`src/sv/lcl_pkg.sv`:
```
// Shared types, codes and helpers for the LRU cache lookup block.
package lcl_pkg;

    localparam int ADDR_W    = 32;
    localparam int TAG_W     = 32;
    localparam int STAMP_W   = 32;
    localparam int CNT_W     = 32;
    localparam int CMD_W     = 2;
    localparam int OUT_W     = 2;
    localparam int SETB_W    = 3;
    localparam int BLKB_W    = 5;
    localparam int WAYSR_W   = 4;
    localparam int CFG_IDX_W = 2;
    localparam int CFG_DAT_W = 5;
    localparam int RAW_SET_W = 7;
    localparam int RAW_SET_N = 1 << RAW_SET_W;
    localparam int SPLIT_W   = 6;

    typedef enum logic [CMD_W-1:0] {
        CMD_LOAD   = 2'd0,
        CMD_STORE  = 2'd1,
        CMD_MODIFY = 2'd2,
        CMD_FETCH  = 2'd3
    } t_cmd;

    typedef enum logic [OUT_W-1:0] {
        OUT_IGNORED = 2'd0,
        OUT_HIT     = 2'd1,
        OUT_MISS    = 2'd2,
        OUT_EVICT   = 2'd3
    } t_outcome;

    typedef enum logic [CFG_IDX_W-1:0] {
        CFG_SET_BITS   = 2'd0,
        CFG_BLOCK_BITS = 2'd1,
        CFG_WAYS       = 2'd2,
        CFG_NONE       = 2'd3
    } t_cfg_idx;

    typedef enum logic [1:0] {
        S_IDLE,
        S_LOOK,
        S_SCAN,
        S_EVICT
    } t_state;

    typedef struct packed {
        logic               vld;
        logic [TAG_W-1:0]   tag;
        logic [STAMP_W-1:0] stamp;
    } t_line;

    localparam int LINE_W = $bits(t_line);

    function automatic logic [CNT_W-1:0] sat_add(input logic [CNT_W-1:0] v,
                                                 input logic [1:0] inc);
        logic [CNT_W:0] sum;
        sum = {1'b0, v} + {{(CNT_W-1){1'b0}}, inc};
        return sum[CNT_W] ? {CNT_W{1'b1}} : sum[CNT_W-1:0];
    endfunction

endpackage

```
`src/sv/lcl_addr_split.sv`:
```
// Address split into set index and in-place tag from the configured bit counts.
module lcl_addr_split
    import lcl_pkg::*;
#(
    parameter int MAX_SETS = 64
) (
    input  logic [ADDR_W-1:0]                          i_address,
    input  logic [SETB_W-1:0]                          i_set_bits,
    input  logic [BLKB_W-1:0]                          i_block_bits,
    output logic [(MAX_SETS > 1 ? $clog2(MAX_SETS) : 1)-1:0] o_set,
    output logic [TAG_W-1:0]                           o_tag
);

    localparam int SET_W = (MAX_SETS > 1) ? $clog2(MAX_SETS) : 1;

    logic [SET_W-1:0]     mod_tbl [RAW_SET_N];
    logic [ADDR_W-1:0]    w_shifted;
    logic [RAW_SET_W-1:0] w_raw;
    logic [SPLIT_W-1:0]   w_split;

    for (genvar k = 0; k < RAW_SET_N; k++) begin : g_mod
        assign mod_tbl[k] = SET_W'(k % MAX_SETS);
    end

    assign w_shifted = i_address >> i_block_bits;
    assign w_raw     = w_shifted[RAW_SET_W-1:0] & ~({RAW_SET_W{1'b1}} << i_set_bits);
    assign o_set     = mod_tbl[w_raw];
    assign w_split   = SPLIT_W'(i_block_bits) + SPLIT_W'(i_set_bits);
    assign o_tag     = (w_split >= SPLIT_W'(ADDR_W)) ? '0
                     : (i_address & ({ADDR_W{1'b1}} << w_split[4:0]));

endmodule

```
`config.mk`:
```
export PLATFORM = sky130hd
export DESIGN_NAME = lcl_addr_split
export DESIGN_NICKNAME = d
export VERILOG_FILES = /design/src/sv/lcl_pkg.sv /design/src/sv/lcl_addr_split.sv
export SDC_FILE = /design/constraint.sdc
export NUM_CORES = 1
export LEC_CHECK = 0
export BUFFER_PORTS_ARGS = -buffer_cell sky130_fd_sc_hd__buf_2
export CORE_MARGIN = 1
export CORE_UTILIZATION = 55
export DETAILED_ROUTE_END_ITERATION = 10
export PLACE_DENSITY = 0.87
export SLEW_MARGIN = 20
export SYNTH_ARGS = -nofsm -noshare
export SYNTH_HDL_FRONTEND = slang
export SYNTH_SLANG_ARGS = --single-unit
```
`constraint.sdc`:
```
create_clock -name vclk -period 2.9
set_input_delay 0.29 -clock vclk [all_inputs]
set_output_delay 0.29 -clock vclk [all_outputs]
set_load 0.05 [all_outputs]
```
==> flow_metrics.tcl <==
set metrics [dict create \
    outcome "finished, final reports clean" \
    max_freq_ghz 0.367 \
    setup_viol 0 \
    fin_crit_ps 2730 \
    antenna_found_initial 0 \
    multi_input_area_mm2 0.00171 \
    wl_met3_um 622 \
    seqPwrFrac_pct 0 \
    top_layer "met4" \
    period_share_pct 94.0 \
    avgRoutedWirePerCell_um 17.5 \
    drtIter0Drc 126 \
    yosysSeqAreaShare_pct 0 \
    tightest_slew_ps 729 \
    cp_common_cell "buf_2" \
    synth_area_leaders "mux4_2 29%, mux4_1 8.7%, mux2i_1 6.7%, and3_1 5.5%, nand2_1 5.2%" \
    clock_buffers 0 \
    gr-total-overflow 0 \
    tns_ps 0 \
    drc_errors 0 \
    seqCellArea_um2 0 \
    grt_use_total_pct 32.1 \
    wl_met2_um 2620 \
    yosys_warnings 0 \
    finalNetCount 318 \
    synthesis.nets 246 \
    io_buffers 78 \
    grt_max_degree 39 \
    antenna_cells 0 \
    post_cts_buffers 0 \
    hold_viol 0 \
    worst_setup_path_start_kind "input port" \
    drt-total-wl_um 5520 \
    critPathSlowestCell "mux2_2" \
    die_h_um 59.3 \
    design.seq.count 0 \
    die_w_um 59.3 \
    vias 2114 \
    power_density_mw_per_mm2 285 \
    min_path_type "in2out" \
    die_area_mm2 0.00352 \
    viasPerCell 6.69 \
    worst_slack_ps 175 \
    yosys.area.top_type "mux4_2" \
    io_pins 78 \
    vdd_drop_max_mv 0.193 \
    drt_pass1_iterations 5 \
    intPower_w 0.000224 \
    critPathKind "in2out" \
    antenna_left 0 \
    grt_pass1_wl_um 8570 \
    relSlewSlack_pct 51.3 \
    wl_met1_um 2220 \
    slew_violations 0 \
    core-area_mm2 0.00308 \
    synth_top_area_share_pct 28.7 \
    crit_required_ps 2610 \
    syn2layout_area_growth_pct 23.7 \
    cap_violations 0 \
    cpPeakStageDelay_ps 380 \
    grt_pass1_vias 1790 \
    p_sw_share_pct 64.9 \
    place_area_mm2 0.00223 \
    hold_buffers 0 \
    dp_hpwl_um 4260 \
    initial_core_util_pct 58.7 \
    gp_congestion 0.920 \
    p_leak_nw 1.08 \
    crit_chain "buf_2 > ha_1 > a21o_1 > a21oi_1 > mux2_2 > nor2_1 > and3_1 > buf_2" \
    post-place-ws_ps 212 \
    netlist_instances 202 \
    power_frac_clock_pct 0 \
    fillers 263 \
    yosysUniqueCellTypes 44 \
    rsz0062_at_grt "false" \
    endpoint_kind "output pin" \
    syn-cell-area_mm2 0.00181 \
    path_max_fanout 8 \
    p_sw_w 0.000414 \
    combPwrFrac_pct 100.0 \
    fin_area_mm2 0.00223 \
    drive_above_1_share_pct 44.5 \
    syn_avg_cell_area_um2 8.94 \
    cp.arrival_ps 2440 \
    cts_resized 0 \
    rows 20 \
]
[synth_stat cells]
cell type / number
a211oi_1: 2
a21o_1: 2
a21oi_1: 14
a221oi_1: 1
a22oi_1: 1
a31oi_1: 2
and2_1: 6
and3_1: 16
and3b_1: 2
and4_1: 2
buf_2: 6
buf_4: 2
buf_6: 3
clkbuf_1: 5
fa_1: 1
ha_1: 3
inv_2: 1
mux2_2: 8
mux2i_1: 12
mux4_1: 6
mux4_2: 23
nand2_1: 25
nand2b_1: 4
nand3_1: 3
nand3b_1: 1
nand4_1: 2
nand4b_1: 1
nor2_1: 10
nor2b_1: 5
nor3_1: 4
nor3b_1: 1
o211a_1: 2
o21a_1: 1
o21ai_0: 9
o21ai_1: 1
o221ai_1: 1
o221ai_2: 1
o22ai_1: 1
o311ai_0: 1
o31ai_1: 4
or2_2: 1
or3_1: 2
xnor2_1: 3
xor2_1: 1
[layout by cell type (no fill, tap or decap), types with 3 or more instances in the layout]
| master | count |
|---|---|
| a21oi_1 | 14 |
| nor2_1 | 10 |
| buf_2 | 78 |
| and3_1 | 16 |
| nor3_1 | 4 |
| nand2b_1 | 4 |
| nand3_1 | 3 |
| mux4_2 | 23 |
| o31ai_1 | 4 |
| mux2i_1 | 12 |
| o21ai_0 | 9 |
| mux4_1 | 6 |
| mux2_2 | 8 |
| nand2_1 | 25 |
| ha_1 | 3 |
| nor2b_1 | 5 |
| and2_1 | 6 |
| buf_4 | 7 |
[logic make-up after synthesis]
family                   after synthesis  share of synthesized area (%)
AND/OR/NAND/NOR                       85                           24.9
multiplexers                          49                           49.1
AO/OA/AOI/OAI                         43                           15.2
buffers and inverters                 17                           5.61
XOR/XNOR                               4                           1.94
adder cells (fa/ha/maj)                4                           3.19
[critical path, delay by kind of cell]
| family | cells | cell delay (ps) |
|---|---|---|
| simple gates | 2 | 560 |
| compound gates | 2 | 500 |
| buf+inv | 2 | 400 |
| mux | 1 | 380 |
| fa+ha+maj | 1 | 290 |
[power groups by stage]
stage | combinational [W] | clock [W] | sequential [W]
after floorplan | 0.000461 | 0 | 0
after global placement | 0.000618 | 0 | 0
after detailed placement | 0.000626 | 0 | 0
after CTS | 0.000629 | 0 | 0
after global routing | 0.000676 | 0 | 0
final | 0.000637 | 0 | 0
[area by class of cell]
cell class,count,share of cell area (%)
tap,44,2.46
timing repair buffer,86,20.7
inverter,1,0.168
multi-input combinational,185,76.6
[per-stage QoR]
step	hold WS (ps)	utilization, %	cells	total power (W)
3_3_place_gp	989	72.3	316	0.000618
4_1_cts	997	72.3	316	0.000629
3_5_place_dp	995	72.3	316	0.000626
2_1_floorplan	802	-	202	0.000461
6_report	1000	72.6	316	0.000637
5_1_grt	1020	72.6	316	0.000676
[final timing paths]
path / start / endpoint / slack (ps) / cells after the start
worst min-delay path: i_address[21] / o_tag[21] / 1000 / 4
worst max-delay path: i_set_bits[1] / o_tag[5] / 170 / 8
[routing by layer]
metal,GRT usage [%],vias up
met5,0,-
met4,5.44,0
met3,3.28,6
met2,50.1,152
met1,48.9,999
li1,-,957
Power figures use the tool's default switching activity.
