File: config.mk
export PLATFORM = sky130hd
export DESIGN_NAME = lcl_ram
export DESIGN_NICKNAME = d
export VERILOG_FILES = /design/src/sv/lcl_ram.sv
export SDC_FILE = /design/constraint.sdc
export NUM_CORES = 1
export LEC_CHECK = 0
export ABC_CLOCK_PERIOD_IN_PS = 2700
export BUFFER_PORTS_ARGS = -buffer_cell sky130_fd_sc_hd__buf_2
export CAP_MARGIN = 5
export CORE_ASPECT_RATIO = 1.1
export CORE_MARGIN = 2
export CORE_UTILIZATION = 40
export CTS_CLUSTER_SIZE = 24
export DETAILED_ROUTE_END_ITERATION = 12
export MAX_ROUTING_LAYER = met4
export PLACE_DENSITY = 0.67
export SYNTH_ARGS = -nofsm -noshare
export SYNTH_HDL_FRONTEND = slang
export SYNTH_SLANG_ARGS = --single-unit
File: constraint.sdc
create_clock -name i_clk -period 2.7 [get_ports i_clk]
set_input_delay 0.54 -clock i_clk [delete_from_list [all_inputs] [get_ports i_clk]]
set_output_delay 0.54 -clock i_clk [all_outputs]
set_load 0.05 [all_outputs]
File: src/sv/lcl_ram.sv
// Generic single-write, single-read synchronous RAM with registered read data.
module lcl_ram #(
    parameter int WIDTH = 8,
    parameter int DEPTH = 16
) (
    input  logic                                 i_clk,
    input  logic                                 i_we,
    input  logic [(DEPTH > 1 ? $clog2(DEPTH) : 1)-1:0] i_waddr,
    input  logic [WIDTH-1:0]                     i_wdata,
    input  logic                                 i_re,
    input  logic [(DEPTH > 1 ? $clog2(DEPTH) : 1)-1:0] i_raddr,
    output logic [WIDTH-1:0]                     o_rdata
);

    logic [WIDTH-1:0] r_mem [DEPTH];

    always_ff @(posedge i_clk) begin
        if (i_we) begin
            r_mem[i_waddr] <= i_wdata;
        end
        if (i_re) begin
            o_rdata <= r_mem[i_raddr];
        end
    end

endmodule

==> results of run 1 <==
[kinds of logic (layout without fill, tap and decap cells)]
group	count (synthesis)	count (layout)	synth area share
buffers and inverters	10	78	0.01651
AOI/OAI and AO/OA	16	16	0.02298
muxes	32	32	0.1479
and+or+nand+nor	35	35	0.03136
DFF	136	136	0.7812
[metrics by stage]
| stage | instance area (um2) | hold WS [ns] | cells |
|---|---|---|---|
| after floorplan | 5228 | 0.6389 | 229 |
| after global placement | 5643 | 0.7365 | 422 |
| after detailed placement | 5643 | 0.7437 | 422 |
| after CTS | 6163 | 0.4944 | 454 |
| after global routing | 6163 | 0.5007 | 454 |
| final | 6163 | 0.5082 | 454 |
[state kept, by name, indices dropped and copies added (netlist names)]
name,count
r_mem,128
o_rdata,8
[routing by layer]
layer / up-vias / global-route usage
li1: 1091 / -
met1: 1287 / 0.2119
met2: 81 / 0.2552
met3: 7 / 0.04623
met4: 0 / 0.05488
met5: - / -
[synth_stat cells]
master	number	area [um2]
a22oi_1	16	120.1
and2_1	1	6.260
and2b_1	1	7.510
buf_2	3	15.01
buf_4	1	7.510
buf_6	3	33.78
clkdlybuf4s25_2	3	30.03
edfxtp_1	136	4084
mux4_1	14	367.9
mux4_2	18	405.4
nand2_1	9	33.78
nand2b_1	2	12.51
nand3_1	1	5.000
nand3b_1	2	15.01
nor2_1	13	48.80
nor2b_1	1	6.260
nor3_1	4	20.02
or3b_2	1	8.760
[report_power, final]
part / switching [mW] / internal (mW)
registers: 0.0119 / 2.38
clock network: 0.795 / 1.24
logic: 0.160 / 0.0934
total: 0.966 / 3.71
[cell type report]
cell class,instances,area share
clock buffer,19,0.07024
clock inverter,13,0.01421
multi-input combinational,83,0.1715
sequential,136,0.6626
tap,157,0.03187
timing repair buffer,46,0.04953
[path summary, 6_finish.rpt]
path	from	to	slack, ns	cells past startpoint
worst min register to register	r_mem[12][5]	o_rdata[5]	0.75	3
worst min-delay path	i_wdata[6]	r_mem[6][6]	0.51	1
worst max-delay path	i_raddr[0]	o_rdata[1]	0.98	5
worst max register to register	r_mem[5][1]	o_rdata[1]	1.24	3
==> out/metrics.cfg, run 1 <==
[layout]
n_antenna_cell = 0
final_common_cell = edfxtp_1
multiInputGateArea_um2 = 1057
utilization = 0.4854
nets = 303
final-seq-area_um2 = 4084
fill_cells = 1056
drive_gt1_frac = 0.2997
area_growth_syn_to_layout_pct = 17.90
mostFrequentLayoutCells = edfxtp_1, buf_2, mux4_2, buf_4, clkbuf_16

[critical_path]
critPathMaxStageDelay_ns = 0.66
path_cells = buf_2, buf_12, mux4_1, a22oi_1, nand2_1
crit_buf_inv = 2
crit_type = in2reg
critical_path.max_fanout = 32
end_kind = flop
crit_slowest_cell = mux4_1
critical_path_arrival_ns = 1.88
worstPathRequired_ns = 2.86
cpLargestDelayFamily = multiplexers
critPathLaunchType = input port

[route]
wirelength_mm = 10.34
wl_per_cell_um = 22.77
vias = 2466
highest_layer = met4
drtPass1Iterations = 9
drc = 3
wl_met2_mm = 5.069
viasPerCell = 5.432
drt.antenna.violating_nets = 0
wl_met1_mm = 4.535
route.met3.wl_um = 640
drt_iter0_drc = 158

[power]
total_power_mw = 4.675
p_leak_nw = 2.076
p_per_area_nw_per_um2 = 758.5
vdd_drop_max_mv = 0.3867

[clocking]
cts_tree = built
cts_inserted_buffers = 17
post_cts_buffers = 0
cts_sinks = 136
clk_pin_slew_ns = 0.05
clk_latency_ns = 0.41
cts_max_path_buffers = 2
clock-root-buffer = clkbuf_16
cts_resized = 0
htree_levels = 4
cts_hold_buf = 0

[logic_synthesis]
ys_types = 18
ys_seq_area_frac = 0.7812
yosys_warnings = 0
synth_cells = 229
synth.cell_area_um2 = 5228
ys_ff_latch = 136
syn-num-nets = 248
syn_area_per_cell_um2 = 22.83

[outcome]
violations = design-rule violations
outcome = complete, but fails checks

[die]
die_w_um = 113
initial_utilization = 0.4117
die_h_um = 123.9
rows = 43
die-area_um2 = 14000
io_pins = 27
design.core.area_um2 = 12700

[grt]
grt_pass1_vias = 2578
antenna_found_initial = 0
grt_max_degree = 33
grt_usage = 0.1642
grt_pass1_wl_mm = 15.49
grt-ovfl-total = 0

[sta]
finClkSkew_ns = 0.004132
max_freq_ghz = 0.5822
fin_crit_sh = 0.6362
slew_headroom = 0.4963
tns_ns = 0
worstMarginPinSlew_ns = 0.7528
finalHoldViolCount = 0
setup_viol_count_final = 0
setup_slack_ns = 0.9822
final_max_slew_viol_count = 0
rsz0062_at_grt = false
fin_crit_ns = 1.718

[place]
gp_congestion = 0.7524
port-buffer-count = 26
dp_hpwl_mm = 6.238
dp_worst_setup_slack_ns = 0.5566

[run]
drv_cap = 0

[worst_hold_path]
hp-class = in2reg

Note: power is estimated with default switching activity, not from simulation.
==> inputs of run 2 (changes only) <==
ABC_AREA = 1   (was default)
ABC_CLOCK_PERIOD_IN_PS = 1500   (was 2700)
PLACE_DENSITY = 0.69   (was 0.67)
clock period = 1.5 ns   (was 2.7 ns; I/O delays follow)
==> run 2 against run 1 <==
  * The flow now finishes without violations
  * Clock power increased by 75%
  * First-iteration DRC count increased by 120%
  * Core utilization fell by 0.98 points
  * Clock skew increased by 0.0016 ns
  * Setup slack got worse by 0.85 ns
  * Sequential cell count unchanged
  * Register-to-register slack worse by 0.93 ns
  * Final cell count up 77%
  * Critical path type is now reg2out
  * Critical endpoint is now o_rdata[6]
==> out/metrics.cfg, run 2 <==
[logic_synthesis]
synth_top_area_share = 0.6985  ; was 0.7812
yosys.area.top_type = edfxtp_1  ; unchanged
synth.cell_area_um2 = 5847  ; was 5228 um2
ys_seq_area_frac = 0.6985  ; was 0.7812
synth_ff_type = edfxtp_1  ; unchanged
yosys-top-cells-count = nand2_1, edfxtp_1, inv_1  ; was edfxtp_1, mux4_2, a22oi_1
syn-num-nets = 570  ; was 248
ys_ff_latch = 136  ; unchanged
ys_types = 11  ; was 18
synth_cells = 551  ; was 229
syn_area_per_cell_um2 = 10.61  ; was 22.83 um2
synth_area_leaders = edfxtp_1, nand2_1, nand3_1, inv_1, buf_6  ; was edfxtp_1, mux4_2, mux4_1, a22oi_1, nor2_1
synth_edf_count = 136  ; unchanged
synthArstFlopShare = 0  ; unchanged
synth_most_common_cell = nand2_1  ; was edfxtp_1
yosys_warnings = 0  ; unchanged

[clocking]
clk_pin_slew_ns = 0.06  ; was 0.05 ns
cts_resized = 0  ; unchanged
cts_hold_buf = 0  ; unchanged
cts_sinks = 136  ; unchanged
clk_latency_ns = 0.41  ; about the same
cts_max_path_buffers = 2  ; unchanged
htree_levels = 4  ; unchanged
post_cts_buffers = 0  ; unchanged
cts_tree = built  ; unchanged
clock-root-buffer = clkbuf_16  ; unchanged
cts_inserted_buffers = 17  ; unchanged

[power]
vdd_drop_max_mv = 0.7608  ; was 0.3867 mV
p_switching_mw = 1.931  ; was 0.9664 mW
p_leak_nw = 2.934  ; was 2.076 nW
sequentialPowerShare = 0.509  ; was 0.512
p_clk_frac = 0.421  ; was 0.434
intPower_mw = 6.533  ; was 3.709 mW
swShare = 0.2281  ; was 0.2067
total_power_mw = 8.464  ; was 4.675 mW
combPwrFrac = 0.070  ; was 0.054
p_per_area_nw_per_um2 = 1242  ; was 758.5 nW/um2

[critical_path]
worstPathRequired_ns = 1.20  ; was 2.86 ns
critPathLaunchType = flop  ; was input port
critical_path.max_fanout = 1  ; was 32
end_kind = output port  ; was flop
path_cells = buf_2  ; was buf_2, buf_12, mux4_1, a22oi_1, nand2_1
cpLargestDelayFamily = flip-flops  ; was multiplexers
crit_buf_inv = 1  ; was 2
critical_path_arrival_ns = 1.07  ; was 1.88 ns
r2r_start = r_mem[5][1]  ; unchanged
worstReg2RegEnd = o_rdata[1]  ; unchanged
ff2ff_path_depth = 6  ; was 3
critPathMaxStageDelay_ns = 0.38  ; was 0.66 ns
crit_slowest_cell = edfxtp_1  ; was mux4_1
crit_type = reg2out  ; was in2reg
r2r_setup_slack_ns = 0.31  ; was 1.24 ns

[grt]
grt_max_degree = 50  ; was 33
grt_usage = 0.1814  ; was 0.1642
grt_pass1_wl_mm = 20.40  ; was 15.49 mm
grt-ovfl-total = 0  ; unchanged
grt_pass1_vias = 3881  ; was 2578
antenna_found_initial = 0  ; unchanged

[layout]
drive_gt1_frac = 0.1340  ; was 0.2997
utilization = 0.4756  ; was 0.4854
nets = 618  ; was 303
n_antenna_cell = 0  ; unchanged
top_register = r_mem  ; unchanged
top_regs = r_mem x128, o_rdata x8  ; unchanged
final_cell_count_no_fill = 804  ; was 454
mostFrequentLayoutCells = nand2_1, edfxtp_1, inv_1  ; was edfxtp_1, buf_2, mux4_2, buf_4, clkbuf_16
area_growth_syn_to_layout_pct = 16.58  ; was 17.90%
final_common_cell = nand2_1  ; was edfxtp_1
largest_register_ffs = 128  ; unchanged

[die]
initial_utilization = 0.4080  ; was 0.4117
die_w_um = 119.3  ; was 113 um
design.core.area_um2 = 14330  ; was 12700 um2
die_h_um = 130.8  ; was 123.9 um
rows = 46  ; was 43
die-area_um2 = 15600  ; was 14000 um2
io_pins = 27  ; unchanged

[sta]
slew_headroom = 0.6009  ; was 0.4963
fin_crit_ns = 1.368
finalHoldViolCount = 0  ; unchanged
final_max_slew_viol_count = 0  ; unchanged
max_freq_ghz = 0.7311
worstMarginPinSlew_ns = 0.5978  ; was 0.7528 ns
setup_viol_count_final = 0  ; unchanged
rsz0062_at_grt = false  ; unchanged
finClkSkew_ns = 0.005732  ; was 0.004132 ns
fin_crit_sh = 0.9118

[place]
dp.cells = 772  ; was 422
dp_hpwl_mm = 8.100  ; was 6.238 mm
gp_congestion = 0.8795  ; was 0.7524
port-buffer-count = 26  ; unchanged

[worst_hold_path]
hold_end = o_rdata[3]  ; was r_mem[6][6]
hp-class = in2reg  ; unchanged
hold_depth = 1  ; unchanged
min_from = i_re  ; was i_wdata[6]

[route]
drc = 0  ; was 3
drt_iter0_drc = 355  ; was 158
drt.antenna.violating_nets = 0  ; unchanged
wirelength_mm = 12.65  ; was 10.34 mm
drtPass1Iterations = 5  ; was 9
wl_per_cell_um = 15.74  ; was 22.77 um
viasPerCell = 4.841  ; was 5.432
vias = 3892  ; was 2466

[outcome]
outcome = completed  ; was complete, but fails checks

[run]
drv_cap = 0  ; unchanged

run 2: cell types whose count changed after synthesis, sizes merged, moves of 16 or more:
cell and change:
a22oi -16, buf +17, inv +102, mux4 -32, nand2 +164, nand3 +96
run 2: cell type report:
| type | instances | area [um2] |
|---|---|---|
| fillers | 1234 | 7515 |
| repair buffers | 53 | 382.9 |
| multi-input cells | 289 | 1214 |
| clock inverters | 14 | 83.83 |
| clock buffers | 18 | 429.2 |
| inverters | 102 | 382.9 |
| flip-flops and latches | 136 | 4084 |
| well taps | 192 | 240.2 |
run 2: worst max-delay path by stage:
stage | from | endpoint | slack, ns | cells past startpoint
after CTS | o_rdata[6] | o_rdata[6] | 0.13 | 1
after global placement | i_raddr[1] | o_rdata[4] | -0.0007 | 6
final | o_rdata[6] | o_rdata[6] | 0.13 | 1
after detailed placement | i_raddr[1] | o_rdata[5] | -0.03 | 6
after global routing | o_rdata[0] | o_rdata[0] | 0.12 | 1
after floorplan | i_waddr[2] | r_mem[10][0] | 0.25 | 2
run 2: cell families after synthesis:
kind of cell,share of synthesized area
buf+inv,0.09394
flops,0.6985
simple gates,0.2076
run 2: power groups by stage:
stage | registers [mW] | logic [mW] | clock network [mW]
floorplan | 4.44 | 0.300 | 0
global placement | 4.38 | 0.582 | 0
detailed placement | 4.39 | 0.593 | 0
CTS | 4.31 | 0.596 | 3.62
global route | 4.31 | 0.655 | 3.80
finish | 4.31 | 0.594 | 3.56
run 2: routing by layer:
layer | track usage | part of all wire | vias to the layer above | wire (um)
li1 | - | - | 1879 | -
met1 | 0.2209 | 0.41 | 1824 | 5182
met2 | 0.2965 | 0.51 | 174 | 6392
met3 | 0.03863 | 0.069 | 15 | 873
met4 | 0.07633 | 0.016 | 0 | 205
met5 | - | 0 | - | 0
run 2: metrics by stage:
stage               area (um2)  hold slack, ns  setup TNS (ns)  worst slack [ns]
finish                    6817          0.2517               0            0.1322
global route              6817          0.2375               0            0.1220
CTS                       6817          0.2310               0            0.1309
detailed placement        6304          0.6623        -0.07172          -0.03394
global placement          6304          0.6621      -0.0007092        -0.0007092
floorplan                 5847          0.3989               0            0.2492
